[config.mk]
export PLATFORM = sky130hd
export DESIGN_NAME = regular_grid_detector
export DESIGN_NICKNAME = d
export VERILOG_FILES = /design/src/rtl/rgd_pkg.sv /design/src/rtl/rgd_ctrl.sv /design/src/rtl/rgd_datapath.sv /design/src/rtl/regular_grid_detector.sv
export SDC_FILE = /design/constraint.sdc
export NUM_CORES = 1
export LEC_CHECK = 0
export ABC_AREA = 1
export BUFFER_PORTS_ARGS = -buffer_cell sky130_fd_sc_hd__clkbuf_2
export CAP_MARGIN = 20
export CORE_UTILIZATION = 45
export DETAILED_ROUTE_END_ITERATION = 8
export GPL_TIMING_DRIVEN = 0
export HOLD_SLACK_MARGIN = 0.06
export RECOVER_POWER = 50
export SLEW_MARGIN = 10
export SYNTH_ARGS = -nofsm -noshare
export SYNTH_HDL_FRONTEND = slang
export SYNTH_SLANG_ARGS = --single-unit
[constraint.sdc]
create_clock -name clk -period 10.67 [get_ports clk]
set_clock_uncertainty 0.15 [all_clocks]
set_input_delay 0.5335 -clock clk [delete_from_list [all_inputs] [get_ports clk]]
set_output_delay 0.5335 -clock clk [all_outputs]
set_load 0.01 [all_outputs]
[src/rtl/rgd_pkg.sv]
// ----------------------------------------------------------------------------
// rgd_pkg: shared types and constants of the regular grid detector
// Sample width codes, register indexes, controller states and the
// command and status bundles between controller and datapath.
// ----------------------------------------------------------------------------
package rgd_pkg;

  localparam int SAMPLE_W = 64;
  localparam int IN_DATA_W = 64;
  localparam int OUT_DATA_W = 136;

  // Output beat layout.
  localparam int OUT_REG_BIT = 0;
  localparam int OUT_START_LO = 1;
  localparam int OUT_STEP_LO = 65;

  // Configuration registers.
  localparam int CFG_IDX_W = 1;
  localparam int CFG_DATA_W = 2;
  localparam logic [CFG_IDX_W-1:0] REG_WIDTH_CODE = 1'b0;
  localparam logic [CFG_IDX_W-1:0] REG_SIGNED = 1'b1;

  // Sample width codes.
  localparam logic [1:0] WCODE_8 = 2'd0;
  localparam logic [1:0] WCODE_16 = 2'd1;
  localparam logic [1:0] WCODE_32 = 2'd2;
  localparam logic [1:0] WCODE_64 = 2'd3;
  localparam logic [1:0] WCODE_RESET = WCODE_32;

  // Restoring division, one quotient bit per cycle.
  localparam int DIV_STEPS = 64;
  localparam int DIV_CNT_W = $clog2(DIV_STEPS);
  localparam logic [DIV_CNT_W-1:0] DIV_LAST = DIV_CNT_W'(DIV_STEPS - 1);

  typedef enum logic [3:0] {
    ST_ACC  = 4'b0001,
    ST_PREP = 4'b0010,
    ST_DIV  = 4'b0100,
    ST_LOAD = 4'b1000
  } state_t;

  typedef struct packed {
    logic sample_en;
    logic div_prep;
    logic div_step;
    logic out_load;
  } dp_cmd_t;

  typedef struct packed {
    logic regular_now;
  } dp_status_t;

  function automatic logic [SAMPLE_W-1:0] width_mask(logic [1:0] code);
    logic [SAMPLE_W-1:0] m;
    case (code)
      WCODE_8:  m = {56'd0, 8'hff};
      WCODE_16: m = {48'd0, 16'hffff};
      WCODE_32: m = {32'd0, 32'hffff_ffff};
      default:  m = {SAMPLE_W{1'b1}};
    endcase
    return m;
  endfunction

  // Reduce to the sample width and extend per signedness.
  function automatic logic [SAMPLE_W-1:0] extend_sample(logic [SAMPLE_W-1:0] v,
                                                        logic [1:0] code,
                                                        logic sgn);
    logic [SAMPLE_W-1:0] r;
    case (code)
      WCODE_8:  r = {{56{sgn & v[7]}}, v[7:0]};
      WCODE_16: r = {{48{sgn & v[15]}}, v[15:0]};
      WCODE_32: r = {{32{sgn & v[31]}}, v[31:0]};
      default:  r = v;
    endcase
    return r;
  endfunction

endpackage

[src/rtl/rgd_ctrl.sv]
// ----------------------------------------------------------------------------
// rgd_ctrl: controller of the regular grid detector
// Sequences sample intake, the serial division and the output register.
// ----------------------------------------------------------------------------
module rgd_ctrl (
  input  logic                clk,
  input  logic                rst_n,
  input  logic                in_tvalid,
  output logic                in_tready,
  input  logic                in_tlast,
  output logic                out_tvalid,
  input  logic                out_tready,
  input  rgd_pkg::dp_status_t status,
  output rgd_pkg::dp_cmd_t    cmd
);

  rgd_pkg::state_t state_r, state_nxt;
  logic [rgd_pkg::DIV_CNT_W-1:0] cnt_r, cnt_nxt;
  logic out_valid_r, out_valid_nxt;
  logic accept;

  assign in_tready = (state_r == rgd_pkg::ST_ACC);
  assign accept = in_tvalid & in_tready;
  assign out_tvalid = out_valid_r;

  always_comb begin
    state_nxt = state_r;
    cnt_nxt = cnt_r;
    cmd = '0;
    cmd.sample_en = accept;
    unique case (state_r)
      rgd_pkg::ST_ACC: begin
        if (accept && in_tlast) begin
          state_nxt = status.regular_now ? rgd_pkg::ST_PREP : rgd_pkg::ST_LOAD;
        end
      end
      rgd_pkg::ST_PREP: begin
        cmd.div_prep = 1'b1;
        cnt_nxt = '0;
        state_nxt = rgd_pkg::ST_DIV;
      end
      rgd_pkg::ST_DIV: begin
        cmd.div_step = 1'b1;
        cnt_nxt = cnt_r + 1'b1;
        if (cnt_r == rgd_pkg::DIV_LAST) begin
          state_nxt = rgd_pkg::ST_LOAD;
        end
      end
      rgd_pkg::ST_LOAD: begin
        if (!out_valid_r || out_tready) begin
          cmd.out_load = 1'b1;
          state_nxt = rgd_pkg::ST_ACC;
        end
      end
      default: state_nxt = rgd_pkg::ST_ACC;
    endcase
  end

  always_comb begin
    if (cmd.out_load) begin
      out_valid_nxt = 1'b1;
    end else if (out_tready) begin
      out_valid_nxt = 1'b0;
    end else begin
      out_valid_nxt = out_valid_r;
    end
  end

  always_ff @(posedge clk) begin
    if (!rst_n) begin
      state_r <= rgd_pkg::ST_ACC;
      cnt_r <= '0;
      out_valid_r <= 1'b0;
    end else begin
      state_r <= state_nxt;
      cnt_r <= cnt_nxt;
      out_valid_r <= out_valid_nxt;
    end
  end

endmodule

[src/rtl/rgd_datapath.sv]
// ----------------------------------------------------------------------------
// rgd_datapath: datapath of the regular grid detector
// Run state, configuration registers, serial divider and output register.
// ----------------------------------------------------------------------------
module rgd_datapath #(
  parameter int COUNT_BITS = 32
) (
  input  logic                                clk,
  input  logic                                rst_n,
  input  logic                                cfg_we,
  input  logic [rgd_pkg::CFG_IDX_W-1:0]       cfg_index,
  input  logic [rgd_pkg::CFG_DATA_W-1:0]      cfg_wdata,
  input  logic [rgd_pkg::SAMPLE_W-1:0]        sample,
  input  logic                                last,
  input  rgd_pkg::dp_cmd_t                    cmd,
  output rgd_pkg::dp_status_t                 status,
  output logic                                out_regular,
  output logic [rgd_pkg::SAMPLE_W-1:0]        out_start,
  output logic [rgd_pkg::SAMPLE_W-1:0]        out_step
);

  localparam int W = rgd_pkg::SAMPLE_W;

  logic [1:0] wcode_r;
  logic       signed_r;

  logic [W-1:0] first_r, prev_r, fdiff_r;
  logic         still_r, still_nxt;
  logic [COUNT_BITS-1:0] count_r, count_nxt;

  logic [W-1:0] mask, diff_cur, ext_v, ext_first, span;
  logic         unsigned_mode, mismatch;

  // Division operands and running state.
  logic [W-1:0]          quo_r;
  logic [COUNT_BITS-1:0] rem_r, divisor_r;
  logic                  neg_r, regular_r;
  logic [W-1:0]          start_r;
  logic [COUNT_BITS:0]   rem_sh, rem_sub;
  logic                  q_bit;
  logic [W-1:0]          q_signed;

  logic          out_regular_r;
  logic [W-1:0]  out_start_r, out_step_r;

  always_ff @(posedge clk) begin
    if (!rst_n) begin
      wcode_r <= rgd_pkg::WCODE_RESET;
      signed_r <= 1'b1;
    end else if (cfg_we) begin
      unique case (cfg_index)
        rgd_pkg::REG_WIDTH_CODE: wcode_r <= cfg_wdata[1:0];
        rgd_pkg::REG_SIGNED:     signed_r <= cfg_wdata[0];
        default: ;
      endcase
    end
  end

  assign mask = rgd_pkg::width_mask(wcode_r);
  assign diff_cur = (sample - prev_r) & mask;
  assign mismatch = (count_r >= COUNT_BITS'(2)) && (diff_cur != (fdiff_r & mask));
  assign still_nxt = still_r & ~mismatch;
  assign count_nxt = (&count_r) ? count_r : count_r + 1'b1;
  assign status.regular_now = still_nxt && (count_r >= COUNT_BITS'(2));

  assign unsigned_mode = !signed_r &&
                         (wcode_r == rgd_pkg::WCODE_32 || wcode_r == rgd_pkg::WCODE_64);
  assign ext_v = rgd_pkg::extend_sample(sample, wcode_r, signed_r);
  assign ext_first = rgd_pkg::extend_sample((count_r == '0) ? sample : first_r,
                                            wcode_r, signed_r);
  assign span = ext_v - ext_first;

  // Run state: cleared on the marked sample.
  always_ff @(posedge clk) begin
    if (!rst_n) begin
      still_r <= 1'b1;
      count_r <= '0;
    end else if (cmd.sample_en) begin
      if (last) begin
        still_r <= 1'b1;
        count_r <= '0;
      end else begin
        still_r <= still_nxt;
        count_r <= count_nxt;
      end
    end
  end

  always_ff @(posedge clk) begin
    if (cmd.sample_en) begin
      prev_r <= sample;
      if (count_r == '0) begin
        first_r <= sample;
      end
      if (count_r == COUNT_BITS'(1)) begin
        fdiff_r <= diff_cur;
      end
    end
  end

  // Restoring division step.
  assign rem_sh = {rem_r, quo_r[W-1]};
  assign rem_sub = rem_sh - {1'b0, divisor_r};
  assign q_bit = ~rem_sub[COUNT_BITS];
  assign q_signed = neg_r ? (~quo_r + 1'b1) : quo_r;

  always_ff @(posedge clk) begin
    if (cmd.sample_en && last) begin
      // Capture the span; its sign is resolved in the following cycle.
      quo_r <= unsigned_mode ? (span & mask) : span;
      neg_r <= !unsigned_mode && span[W-1];
      divisor_r <= count_nxt - 1'b1;
      regular_r <= status.regular_now;
      start_r <= ext_first;
      rem_r <= '0;
    end else if (cmd.div_prep) begin
      quo_r <= q_signed;
    end else if (cmd.div_step) begin
      quo_r <= {quo_r[W-2:0], q_bit};
      rem_r <= q_bit ? rem_sub[COUNT_BITS-1:0] : rem_sh[COUNT_BITS-1:0];
    end
  end

  always_ff @(posedge clk) begin
    if (cmd.out_load) begin
      out_regular_r <= regular_r;
      out_start_r <= start_r;
      out_step_r <= regular_r ? rgd_pkg::extend_sample(q_signed, wcode_r, signed_r) : '0;
    end
  end

  assign out_regular = out_regular_r;
  assign out_start = out_start_r;
  assign out_step = out_step_r;

endmodule

[src/rtl/regular_grid_detector.sv]
// ----------------------------------------------------------------------------
// regular_grid_detector: evenly spaced axis detection
// Checks whether the samples of one axis array step by a constant amount and
// reports the start value and the mean step after the last sample arrives.
// ----------------------------------------------------------------------------
//
//   Channel  Direction  Beat contents
//   in_*     input      one axis sample; tlast marks the final sample
//   out_*    output     one result per array: regular flag, start, mean step
//   cfg_*    input      register writes: width code, signedness
//
// A sample that is not the last of its array is taken as soon as it is valid,
// and samples stream back to back. After the last sample of an array that is
// not regular, the controller loads the output register. For a regular
// array the mean step comes from a radix-2 restoring divider: a sign step,
// the quotient steps and a load step, with in_tready low throughout.
// The result waits in the output register while the next array streams in;
// only a later load stalls while out_tready holds the previous result.
// Reset is synchronous and active low; no clearing pass is needed.
//
module regular_grid_detector #(
  parameter int COUNT_BITS = 32
) (
  input  logic                             clk,
  input  logic                             rst_n,
  // tdata: [63:0] sample_value
  input  logic [rgd_pkg::IN_DATA_W-1:0]    in_tdata,
  input  logic                             in_tvalid,
  output logic                             in_tready,
  input  logic                             in_tlast,
  // tdata: [0] is_regular, [64:1] start_value, [128:65] step_value, zero fill
  output logic [rgd_pkg::OUT_DATA_W-1:0]   out_tdata,
  output logic                             out_tvalid,
  input  logic                             out_tready,
  input  logic                             cfg_we,
  input  logic [rgd_pkg::CFG_IDX_W-1:0]    cfg_index,
  input  logic [rgd_pkg::CFG_DATA_W-1:0]   cfg_wdata
);

  rgd_pkg::dp_cmd_t    cmd;
  rgd_pkg::dp_status_t status;

  logic                          res_regular;
  logic [rgd_pkg::SAMPLE_W-1:0]  res_start, res_step;

  rgd_ctrl u_ctrl (
    .clk       (clk),
    .rst_n     (rst_n),
    .in_tvalid (in_tvalid),
    .in_tready (in_tready),
    .in_tlast  (in_tlast),
    .out_tvalid(out_tvalid),
    .out_tready(out_tready),
    .status    (status),
    .cmd       (cmd)
  );

  rgd_datapath #(
    .COUNT_BITS(COUNT_BITS)
  ) u_datapath (
    .clk        (clk),
    .rst_n      (rst_n),
    .cfg_we     (cfg_we),
    .cfg_index  (cfg_index),
    .cfg_wdata  (cfg_wdata),
    .sample     (in_tdata),
    .last       (in_tlast),
    .cmd        (cmd),
    .status     (status),
    .out_regular(res_regular),
    .out_start  (res_start),
    .out_step   (res_step)
  );

  // Pack the result beat, lowest field first, zero filled to whole bytes.
  assign out_tdata = {7'd0, res_step, res_start, res_regular};

  // After the last sample of an array the block takes no sample until the
  // result has been loaded.
  a_busy_after_last: assert property (@(posedge clk) disable iff (!rst_n)
    (in_tvalid && in_tready && in_tlast) |=> !in_tready)
    else $error("sample accepted right after the last sample of an array");

  // The divider never runs while samples are being taken.
  a_div_excl: assert property (@(posedge clk) disable iff (!rst_n)
    (cmd.div_step || cmd.div_prep) |-> !in_tready)
    else $error("divider active while the input is open");

  // A loaded result is presented in the next cycle.
  a_load_shows: assert property (@(posedge clk) disable iff (!rst_n)
    cmd.out_load |=> out_tvalid)
    else $error("loaded result not presented");

  // An irregular array reports a zero step.
  a_irregular_zero: assert property (@(posedge clk) disable iff (!rst_n)
    (out_tvalid && !out_tdata[rgd_pkg::OUT_REG_BIT]) |->
      (out_tdata[rgd_pkg::OUT_STEP_LO +: rgd_pkg::SAMPLE_W] == '0))
    else $error("nonzero step reported for an irregular array");

endmodule

==> results of run 1 <==
==> worst max-delay path, cell delays in order (launching register included) <==
cell and delay [ns]:
sky130_fd_sc_hd__dfxtp_1 0.33, sky130_fd_sc_hd__inv_1 0.10, sky130_fd_sc_hd__nor4_1 0.08, sky130_fd_sc_hd__clkdlybuf4s25_1 0.37
sky130_fd_sc_hd__nand2_1 0.43, sky130_fd_sc_hd__clkinvlp_2 2.10, sky130_fd_sc_hd__nand2_1 1.35, sky130_fd_sc_hd__clkbuf_1 0.70
sky130_fd_sc_hd__clkbuf_1 0.72, sky130_fd_sc_hd__nand2_4 0.31, sky130_fd_sc_hd__buf_16 0.30
==> through the flow <==
| step | TNS [ns] | instances | instance area (um^2) |
|---|---|---|---|
| floorplan | 0 | 5123 | 38340 |
| global placement | -330.91 | 6460 | 40780 |
| detailed placement | 0 | 6475 | 41040 |
| CTS | 0 | 6648 | 43790 |
| global route | 0 | 6654 | 43450 |
| finish | 0 | 6655 | 43450 |
==> metal layers <==
| metal | track usage, % | vias to the layer above |
|---|---|---|
| met2 | 48.01 | 1264 |
| met3 | 4.094 | 210 |
| met1 | 41.13 | 16385 |
| met5 | 0 | - |
| li1 | - | 17526 |
| met4 | 11.14 | 0 |
==> logic make-up after synthesis <==
| kind of cell | after synthesis | share of synthesized area [%] |
|---|---|---|
| xor+xnor | 166 | 3.830 |
| compound gates | 894 | 12.95 |
| other cells | 1 | 0.009787 |
| buf+inv | 1035 | 10.33 |
| flops | 562 | 41.98 |
| simple gates | 2290 | 25.32 |
| fa+ha+maj | 169 | 5.577 |
==> cell usage after synthesis, drive strengths merged, types with 6 or more instances <==
| master | n | share of area, % |
|---|---|---|
| clkbuf | 98 | 0.96 |
| edfxtp | 483 | 38 |
| o21bai | 16 | 0.31 |
| a21oi | 430 | 5.7 |
| o221ai | 12 | 0.27 |
| inv | 903 | 8.8 |
| nor4 | 31 | 0.52 |
| nand2 | 1332 | 13 |
| a22oi | 48 | 0.94 |
| nor2 | 483 | 4.9 |
| nor3 | 79 | 1.2 |
| nand3b | 33 | 0.65 |
| o211ai | 20 | 0.39 |
| or2 | 15 | 0.24 |
| xor2 | 105 | 2.4 |
| a21o | 6 | 0.12 |
| buf | 28 | 0.46 |
| xnor2 | 60 | 1.4 |
| nand4 | 94 | 1.6 |
| clkinv | 6 | 0.072 |
| o21ai | 281 | 3.7 |
| o21a | 16 | 0.31 |
| dfxtp | 79 | 4.1 |
| ha | 166 | 5.4 |
| a221oi | 8 | 0.18 |
| a31oi | 31 | 0.51 |
| nand3 | 215 | 2.9 |
| a21boi | 11 | 0.22 |
==> path summary, 6_finish.rpt <==
kind / startpoint / to / slack (ns) / cells past startpoint
hold reg to reg: u_datapath.start_r[35]$_DFFE_PP_ / u_datapath.out_start[35]$_DFFE_PP_ / 0.27 / 0
setup / recovery: u_ctrl.state_r[0]$_SDFFE_PN1P_ / u_datapath.quo_r[8]$_DFFE_PP_ / 3.39 / 10
hold / removal: cfg_index / u_datapath.signed_r$_SDFFE_PN1P_ / 0.09 / 4
setup reg to reg: u_ctrl.state_r[0]$_SDFFE_PN1P_ / u_datapath.quo_r[8]$_DFFE_PP_ / 3.39 / 10
==> area by class of cell <==
cell class	count	share of cell area, %
inverter	909	7.870
buffer	126	1.250
antenna	2	0.01152
clock inverter	41	0.9042
timing repair buffer	271	3.386
clock buffer	84	4.317
sequential	562	37.02
multi-input combinational	3526	41.98
tap	1134	3.265
==> power by group through the flow <==
stage                     Combinational, mW  Sequential, mW  Clock [mW]
after floorplan                        1.35            2.69           0
after global placement                 1.98            2.71           0
after detailed placement               2.01            2.69           0
after CTS                              2.03            2.65        2.42
after global routing                   2.27            2.66        2.49
final                                  2.05            2.65        2.38
==> registers in the layout, indices dropped and copies added, names as in the netlist, 2 cells and up <==
| signal | cells |
|---|---|
| u_datapath.fdiff_r | 64 |
| u_datapath.first_r | 64 |
| u_datapath.out_start | 64 |
| u_datapath.out_step | 64 |
| u_datapath.prev_r | 64 |
| u_datapath.quo_r | 64 |
| u_datapath.start_r | 64 |
| u_datapath.count_r | 32 |
| u_datapath.divisor_r | 32 |
| u_datapath.rem_r | 32 |
| u_ctrl.cnt_r | 6 |
| u_ctrl.state_r | 4 |
| u_datapath.wcode_r | 2 |
==> implementation parameters, run 1 <==
Parameter                              Value

Timing
  Crit share post-route ... between 60% and 70%
  Max-slew violation count ... roughly 190
  Final worst hold slack ... 0.08920 ns
  Crit path time final ... 7.279 ns
  Number of hold violations in the final report ... 0
  Slew Limit Headroom ... -74.94%
  Final Worst Setup Slack ... 3.391 ns
  Pin slew with the least headroom to its limit ... 2.610 ns
  Unrepaired setup endpoints after global routing ... no
  Fmax ... between 100 and 150 MHz
  Final setup vio count ... 0

Detailed routing
  Total length of routed met3 wires ... between 9000 and 10,000 um
  Detailed Routing Iterations Pass 1 ... 6
  Highest metal layer with signal wires ... met4
  DRC violation total after the first TritonRoute iteration ... slightly above 3,000
  Count of nets left with antenna violations after detail routing ... 0
  Drt total wl ... ~130,000 um
  Met2 routed wirelength ... a little under 60,000 um
  Total number of vias ... around 35,000
  Met1 Routed Length ... approximately 58,000 um
  Via density per instance ... between 5 and 6
  Post-DR wirelength/cell ... 19.58 um
  Residual DRC ... 0

Hold path
  Min-delay worst type ... in -> reg

Critical path
  Critical path start-end classification ... reg -> reg
  Worst endpoint required time ... approximately 11 ns
  Setup crit end kind ... flop
  Sort of element at the start of the critical path ... flop
  Data arrival time of the critical path ... around 7.5 ns
  Maximum fanout along the worst path ... 51

Floorplanning
  Top-level I/O count ... roughly 210
  Area inside the core boundary ... approximately 0.084 mm^2
  Die span in y ... between 200 and 300 um
  Std-Cell Rows ... 106
  Initial core utilization ... a little under half
  Overall die area ... about 0.086 mm^2
  Die X-Extent ... ~290 um

Clock network
  Root buffer selected by CTS ... sky130_fd_sc_hd__clkbuf_16
  H-tree depth reported by CTS ... 3
  Clock tree from TritonCTS ... done
  Number of buffers inserted during clock tree synthesis ... 69
  Clock insertion delay at the later pin of the skew report ... 0.65 ns
  Num Clock Sinks ... around 560
  Hold Buf Count CTS ... 48
  Buffers from clock root to sink, at most ... 3
  Clock-pin slew on the worst setup and hold paths ... ~0.06 ns
  Post_cts resized ... 0
  Setup repair bufs after CTS ... 0

Synth
  Predominant post-synthesis flop cell ... sky130_fd_sc_hd__edfxtp_1
  Cell variety after synth ... 64
  Fraction of the yosys area taken by sequential cells ... a little over two fifths
  Synth warnings ... 0
  Count of flip-flops with a built-in enable after synthesis ... roughly 480
  Average instance area after synthesis ... 7.488 um^2
  Mapped cell area ... about 0.038 mm^2
  Fraction of synthesis flops using an asynchronous set or reset pin ... 0%
  Post-synthesis sequential element count ... about 560
  Post-synthesis instance total ... roughly 5,100

Pwr
  Leakage power figure ... between 15 and 20 nW
  Total power per unit cell area ... around 160 mW/mm^2
  Sw Ratio ... 35.50%
  Maximum ir drop on the vdd rail ... around 110 uV
  Net switching power of the design ... ~2.5 mW
  Part of the total power dissipated in the clock network ... between 30 and 40%
  Part of the power in combinational logic ... about 29%
  Internal power ... 4.566 mW
  Sum of internal, switching and leakage power ... around 7 mW
  Reg power frac ... a little under two fifths

Global routing
  Maximum number of pins on one net before global-route repair ... 81
  Grt ovf ... 0
  Overall fraction of global-route tracks in use ... between 20 and 30%
  Via count of the first global-routing pass ... 33,557
  Antenna violations before repair ... 1
  Global-route wire length before repair ... ~200,000 um

Place
  Final weighted congestion in routability-driven placement ... 1.026
  Port Buf Inserts ... 203
  Post-Place Setup Slack ... between 3 and 4 ns
  Post-detailed-placement half-perimeter wirelength ... 105,100 um

Run
  Max-cap violations ... 6

Finish
  Total Nets Final ... about 5,700
  Post-Route Utilization ... 51.76%
  Signed area change from the synthesized netlist to the final layout ... 13.39%
  Final-layout fill cell count ... approximately 8,500
  Proportion of layout cells with a drive suffix above 1 ... under 10%
  Most frequent cells in the layout ... sky130_fd_sc_hd__nand2_1 (1,320), sky130_fd_sc_hd__inv_1 (896), sky130_fd_sc_hd__edfxtp_1 (483), sky130_fd_sc_hd__nor2_1 (469), sky130_fd_sc_hd__a21oi_1 (426)
  Total area of multi-input combinational cells ... between 0.015 and 0.02 mm^2
  Commonest non-fill, non-tap cell in the layout ... sky130_fd_sc_hd__nand2_1
  Area taken by flip-flops and latches ... roughly 0.016 mm^2

Run status
  Violated checks ... capacitance limit, slew limit
  Outcome ... complete, but fails checks
Note: power is estimated with default switching activity, not from simulation.
==> run 2, diff against run 1 <==
--- a/config.mk
+++ b/config.mk
@@ -5,7 +5,7 @@
 export SDC_FILE = /design/constraint.sdc
 export NUM_CORES = 1
 export LEC_CHECK = 0
-export ABC_AREA = 1
+export ABC_AREA = 0
 export BUFFER_PORTS_ARGS = -buffer_cell sky130_fd_sc_hd__clkbuf_2
 export CAP_MARGIN = 20
 export CORE_UTILIZATION = 45
==> constraint.sdc (replaced) <==
create_clock -name clk -period 6.6 [get_ports clk]
set_clock_uncertainty 0.15 [all_clocks]
set_input_delay 0.33 -clock clk [delete_from_list [all_inputs] [get_ports clk]]
set_output_delay 0.33 -clock clk [all_outputs]
set_load 0.01 [all_outputs]
==> implementation parameters, run 2 <==
Parameter                              Value

Run status
  Outcome ... complete, but fails checks
  Violated checks ... DRC, capacitance limit, slew limit

Critical path
  Crit path cell chain ... nand2_1, clkbuf_1, clkbuf_1, clkbuf_1, clkbuf_1, o21a_1, ha_1, and2_0, clkbuf_2, nor2_1, nor2_2, a21boi_0, o2111ai_1, nand2_2, o311ai_2, nand2_1, o311ai_4, a21boi_0, xnor2_1, o221ai_1
  Sort of element at the start of the critical path ... flop
  Data arrival time of the critical path ... 6.58 ns (-0.89 ns)
  Buffers and inverters on the worst path ... 5 (-1)
  Critical path start-end classification ... reg -> reg
  Category of cells accounting for the largest share of critical-path delay ... buffers and inverters
  Slowest stage cell, crit path ... sky130_fd_sc_hd__clkbuf_1
  Minimum setup slack among reg-to-reg paths ... 0.20 ns (-3.19 ns)
  Setup crit end kind ... flop
  FF-to-FF End ... u_datapath.quo_r[56]$_DFFE_PP_
  Worst endpoint required time ... 6.78 ns (-4.08 ns)
  Delay of the slowest critical-path stage ... 0.68 ns (-1.42 ns)
  Beginning of the worst register-to-register path ... u_datapath.wcode_r[0]$_SDFFE_PN0P_
  Depth of the most critical reg-to-reg path ... 20 (+10)
  Cell mode on critical path ... sky130_fd_sc_hd__clkbuf_1
  Maximum fanout along the worst path ... 10 (-80%)

Synth
  Predominant post-synthesis flop cell ... sky130_fd_sc_hd__edfxtp_1
  Average instance area after synthesis ... 9.641 um^2 (+29%)
  Most frequent cell after synthesis ... sky130_fd_sc_hd__edfxtp_1
  Fraction of the yosys area taken by sequential cells ... 43.63% (+1.7 points)
  Most used standard cells in the synthesized netlist ... sky130_fd_sc_hd__edfxtp_1 (483), sky130_fd_sc_hd__nand2_1 (289), sky130_fd_sc_hd__inv_1 (273)
  Dominant cell type by area after synthesis ... sky130_fd_sc_hd__edfxtp_1
  Post-synthesis sequential element count ... 562 (unchanged)
  Cells taking the most area after synthesis ... sky130_fd_sc_hd__edfxtp_1 (39%), sky130_fd_sc_hd__ha_1 (5.6%), sky130_fd_sc_hd__dfxtp_1 (4.3%)
  Fraction of synthesis flops using an asynchronous set or reset pin ... 0% (unchanged)
  Area share of the largest cell type after synthesis ... 39.34% (+1.5 points)
  Mapped cell area ... 0.03687 mm^2 (-3.8%)
  Count of flip-flops with a built-in enable after synthesis ... 483 (unchanged)
  Synth warnings ... 0 (unchanged)
  Cell variety after synth ... 93 (+45%)
  Post-synthesis instance total ... 3,824 (-25%)

Finish
  Total area of multi-input combinational cells ... 0.01916 mm^2 (+5.0%)
  Antenna diode instance count ... 0 (-2)
  Proportion of layout cells with a drive suffix above 1 ... 6.070% (+2.2 points)
  Final-layout fill cell count ... 7,516 (-12%)
  Finished layout cell area ... 0.04260 mm^2 (-2.0%)
  Signed area change from the synthesized netlist to the final layout ... 15.54%
  Most frequent cells in the layout ... sky130_fd_sc_hd__edfxtp_1 (483), sky130_fd_sc_hd__clkbuf_1 (359), sky130_fd_sc_hd__nand2_1 (287), sky130_fd_sc_hd__inv_1 (273), sky130_fd_sc_hd__nor2_1 (250)
  Commonest non-fill, non-tap cell in the layout ... sky130_fd_sc_hd__edfxtp_1
  Area taken by flip-flops and latches ... 0.01609 mm^2 (unchanged)
  Post-Route Utilization ... 52.71% (+0.96 points)
  Total Nets Final ... 4,422 (-23%)

Timing
  Crit share post-route ... 96.94% (+29 points)
  Fmax ... 156.3 MHz (+14%)
  Pin slew with the least headroom to its limit ... 2.318 ns (-0.2914 ns)
  Number of hold violations in the final report ... 0 (unchanged)
  Crit path time final ... 6.398 ns (-0.8809 ns)
  Slew Limit Headroom ... -54.88% (+20 points)
  Max-slew violation count ... 19 (-90%)
  Final Worst Setup Slack ... 0.2019 ns (-3.189 ns)
  Final setup vio count ... 0 (unchanged)

Clock network
  H-tree depth reported by CTS ... 3 (unchanged)
  Clock-pin slew on the worst setup and hold paths ... 0.06 ns (about the same)
  Root buffer selected by CTS ... sky130_fd_sc_hd__clkbuf_16
  Number of buffers inserted during clock tree synthesis ... 68 (-1.4%)
  Buffers from clock root to sink, at most ... 3 (unchanged)
  Clock tree from TritonCTS ... done
  Clock insertion delay at the later pin of the skew report ... 0.63 ns (-0.02 ns)
  Num Clock Sinks ... 562 (unchanged)

Place
  Final weighted congestion in routability-driven placement ... 0.9513 (-7.3%)
  Post-Place Cell Area ... 0.03950 mm^2 (-3.8%)
  Port Buf Inserts ... 201 (-0.99%)
  Post-Place Setup Slack ... -2.368 ns (-6.138 ns)
  Post-detailed-placement half-perimeter wirelength ... 91,480 um (-13%)

Hold path
  Hold Path Stages ... 4 (unchanged)
  Min-delay worst type ... in -> reg
  Origin of the worst min-delay path ... cfg_we
  Endpoint with the worst hold slack ... u_datapath.wcode_r[0]$_SDFFE_PN0P_

Global routing
  Global-route wire length before repair ... 177,400 um (-10%)
  GRT met3 Usage ... 3.444% (-0.65 points)
  Overall fraction of global-route tracks in use ... 28.07% (-1.9 points)
  Global Route met1 Usage ... 37.74% (-3.4 points)
  Maximum number of pins on one net before global-route repair ... 73 (-9.9%)
  Met2 GRT Util ... 46.04% (-2.0 points)
  Antenna violations before repair ... 1 (unchanged)
  Most used routing layer in global routing ... met2
  Grt ovf ... 0 (unchanged)
  Via count of the first global-routing pass ... 29,337 (-13%)

Detailed routing
  DRC violation total after the first TritonRoute iteration ... 2,682 (-12%)
  Count of nets left with antenna violations after detail routing ... 0 (unchanged)
  Residual DRC ... 8 (+8)
  Detailed Routing Iterations Pass 1 ... 7 (+1)
  Drt total wl ... 119,100 um (-8.6%)
  Post-DR wirelength/cell ... 22.49 um (+15%)
  Via density per instance ... 5.859 (+10%)
  Total number of vias ... 31,017 (-12%)

Floorplanning
  Die X-Extent ... 288.2 um (-1.9%)
  Overall die area ... 0.08307 mm^2 (-3.8%)
  Initial core utilization ... 45.62% (about the same)
  Top-level I/O count ... 211 (unchanged)
  Die span in y ... 288.2 um (-1.9%)
  Area inside the core boundary ... 0.08081 mm^2 (-3.7%)
  Std-Cell Rows ... 104 (-1.9%)

Run
  Max-cap violations ... 1 (-5)

Pwr
  Leakage power figure ... 16.58 nW (-15%)
  Maximum ir drop on the vdd rail ... 182.3 uV (+59%)
  Total power per unit cell area ... 273.8 mW/mm^2 (+68%)
  Sum of internal, switching and leakage power ... 11.66 mW (+65%)
[run 2: cell count changes after synthesis, sizes merged, moves of 91 or more]
cell	previous run	this run
a21o	6	114
a21oi	430	225
inv	903	273
mux2i	0	91
nand2	1332	289
nand3	215	81
nor2	483	253
[run 2: worst max path at each step]
| stage | slack [ns] | cells past startpoint | end | from |
|---|---|---|---|---|
| global route | -0.04 | 26 | u_datapath.quo_r[63]$_DFFE_PP_ | u_datapath.count_r[13]$_SDFFE_PN0P_ |
| finish | 0.20 | 20 | u_datapath.quo_r[56]$_DFFE_PP_ | u_datapath.wcode_r[0]$_SDFFE_PN0P_ |
| floorplan | 0.51 | 26 | u_datapath.quo_r[56]$_DFFE_PP_ | u_datapath.count_r[10]$_SDFFE_PN0P_ |
| detailed placement | -2.37 | 26 | u_datapath.quo_r[56]$_DFFE_PP_ | u_datapath.count_r[10]$_SDFFE_PN0P_ |
| CTS | 0.03 | 26 | u_datapath.quo_r[56]$_DFFE_PP_ | u_datapath.count_r[5]$_SDFFE_PN0P_ |
| global placement | -2.49 | 6 | u_datapath.fdiff_r[4]$_DFFE_PP_ | u_ctrl.state_r[0]$_SDFFE_PN1P_ |
[run 2: cell type report]
cell class / instances / area share [%]
sequential: 562 / 37.76
buffer: 198 / 1.945
inverter: 274 / 2.426
timing repair buffer: 288 / 4.142
tap: 1060 / 3.114
clock buffer: 81 / 4.356
multi-input combinational: 2788 / 44.98
clock inverter: 43 / 1.278
[run 2: what timing repair did]
| action | CTS | global route |
|---|---|---|
| setup endpoints to repair | 32 | 25 |
| setup buffers | 2 | 3 |
| pin swaps | 4 | 7 |
| hold buffers | 72 | 0 |
| hold endpoints to repair | 134 | 0 |
| resized for setup | 35 | 36 |
[run 2: kinds of logic (layout without fill, tap and decap cells)]
group,count (synthesis),count (layout),share of synthesized area (%)
compound gates,1081,1081,19.67
xor+xnor,289,289,7.097
fa+ha+maj,169,169,5.797
buf+inv,480,884,5.006
flops,562,562,43.63
mux,114,114,3.173
other cells,1,7,0.01017
simple gates,1128,1128,15.61
[run 2: worst min-delay path: cells and delay by family]
kind / cells / cell delay [ns]
simple gates: 2 / 0.29
buf+inv: 1 / 0.10
mux: 1 / 0.11
[run 2: where the power goes]
part | leakage (nW) | switching, mW | internal (mW)
sequential | 5.15 | 0.103 | 4.17
clock | 1.15 | 1.59 | 2.46
combinational | 10.3 | 2.14 | 1.20
[run 2: per-stage QoR]
stage               hold WS (ns)  TNS [ns]  instances
floorplan                 0.2503         0       3830
global placement          0.2507   -399.94       5091
detailed placement        0.2545    -28.49       5101
CTS                      0.08633         0       5298
global route              0.1378  -0.08515       5294
finish                   0.09851         0       5294
[run 2: layer usage]
layer	wire length, um	share of wire (%)
met5	11	0.0092
met4	4512	3.8
met3	7586	6.4
met2	55470	47
met1	51500	43
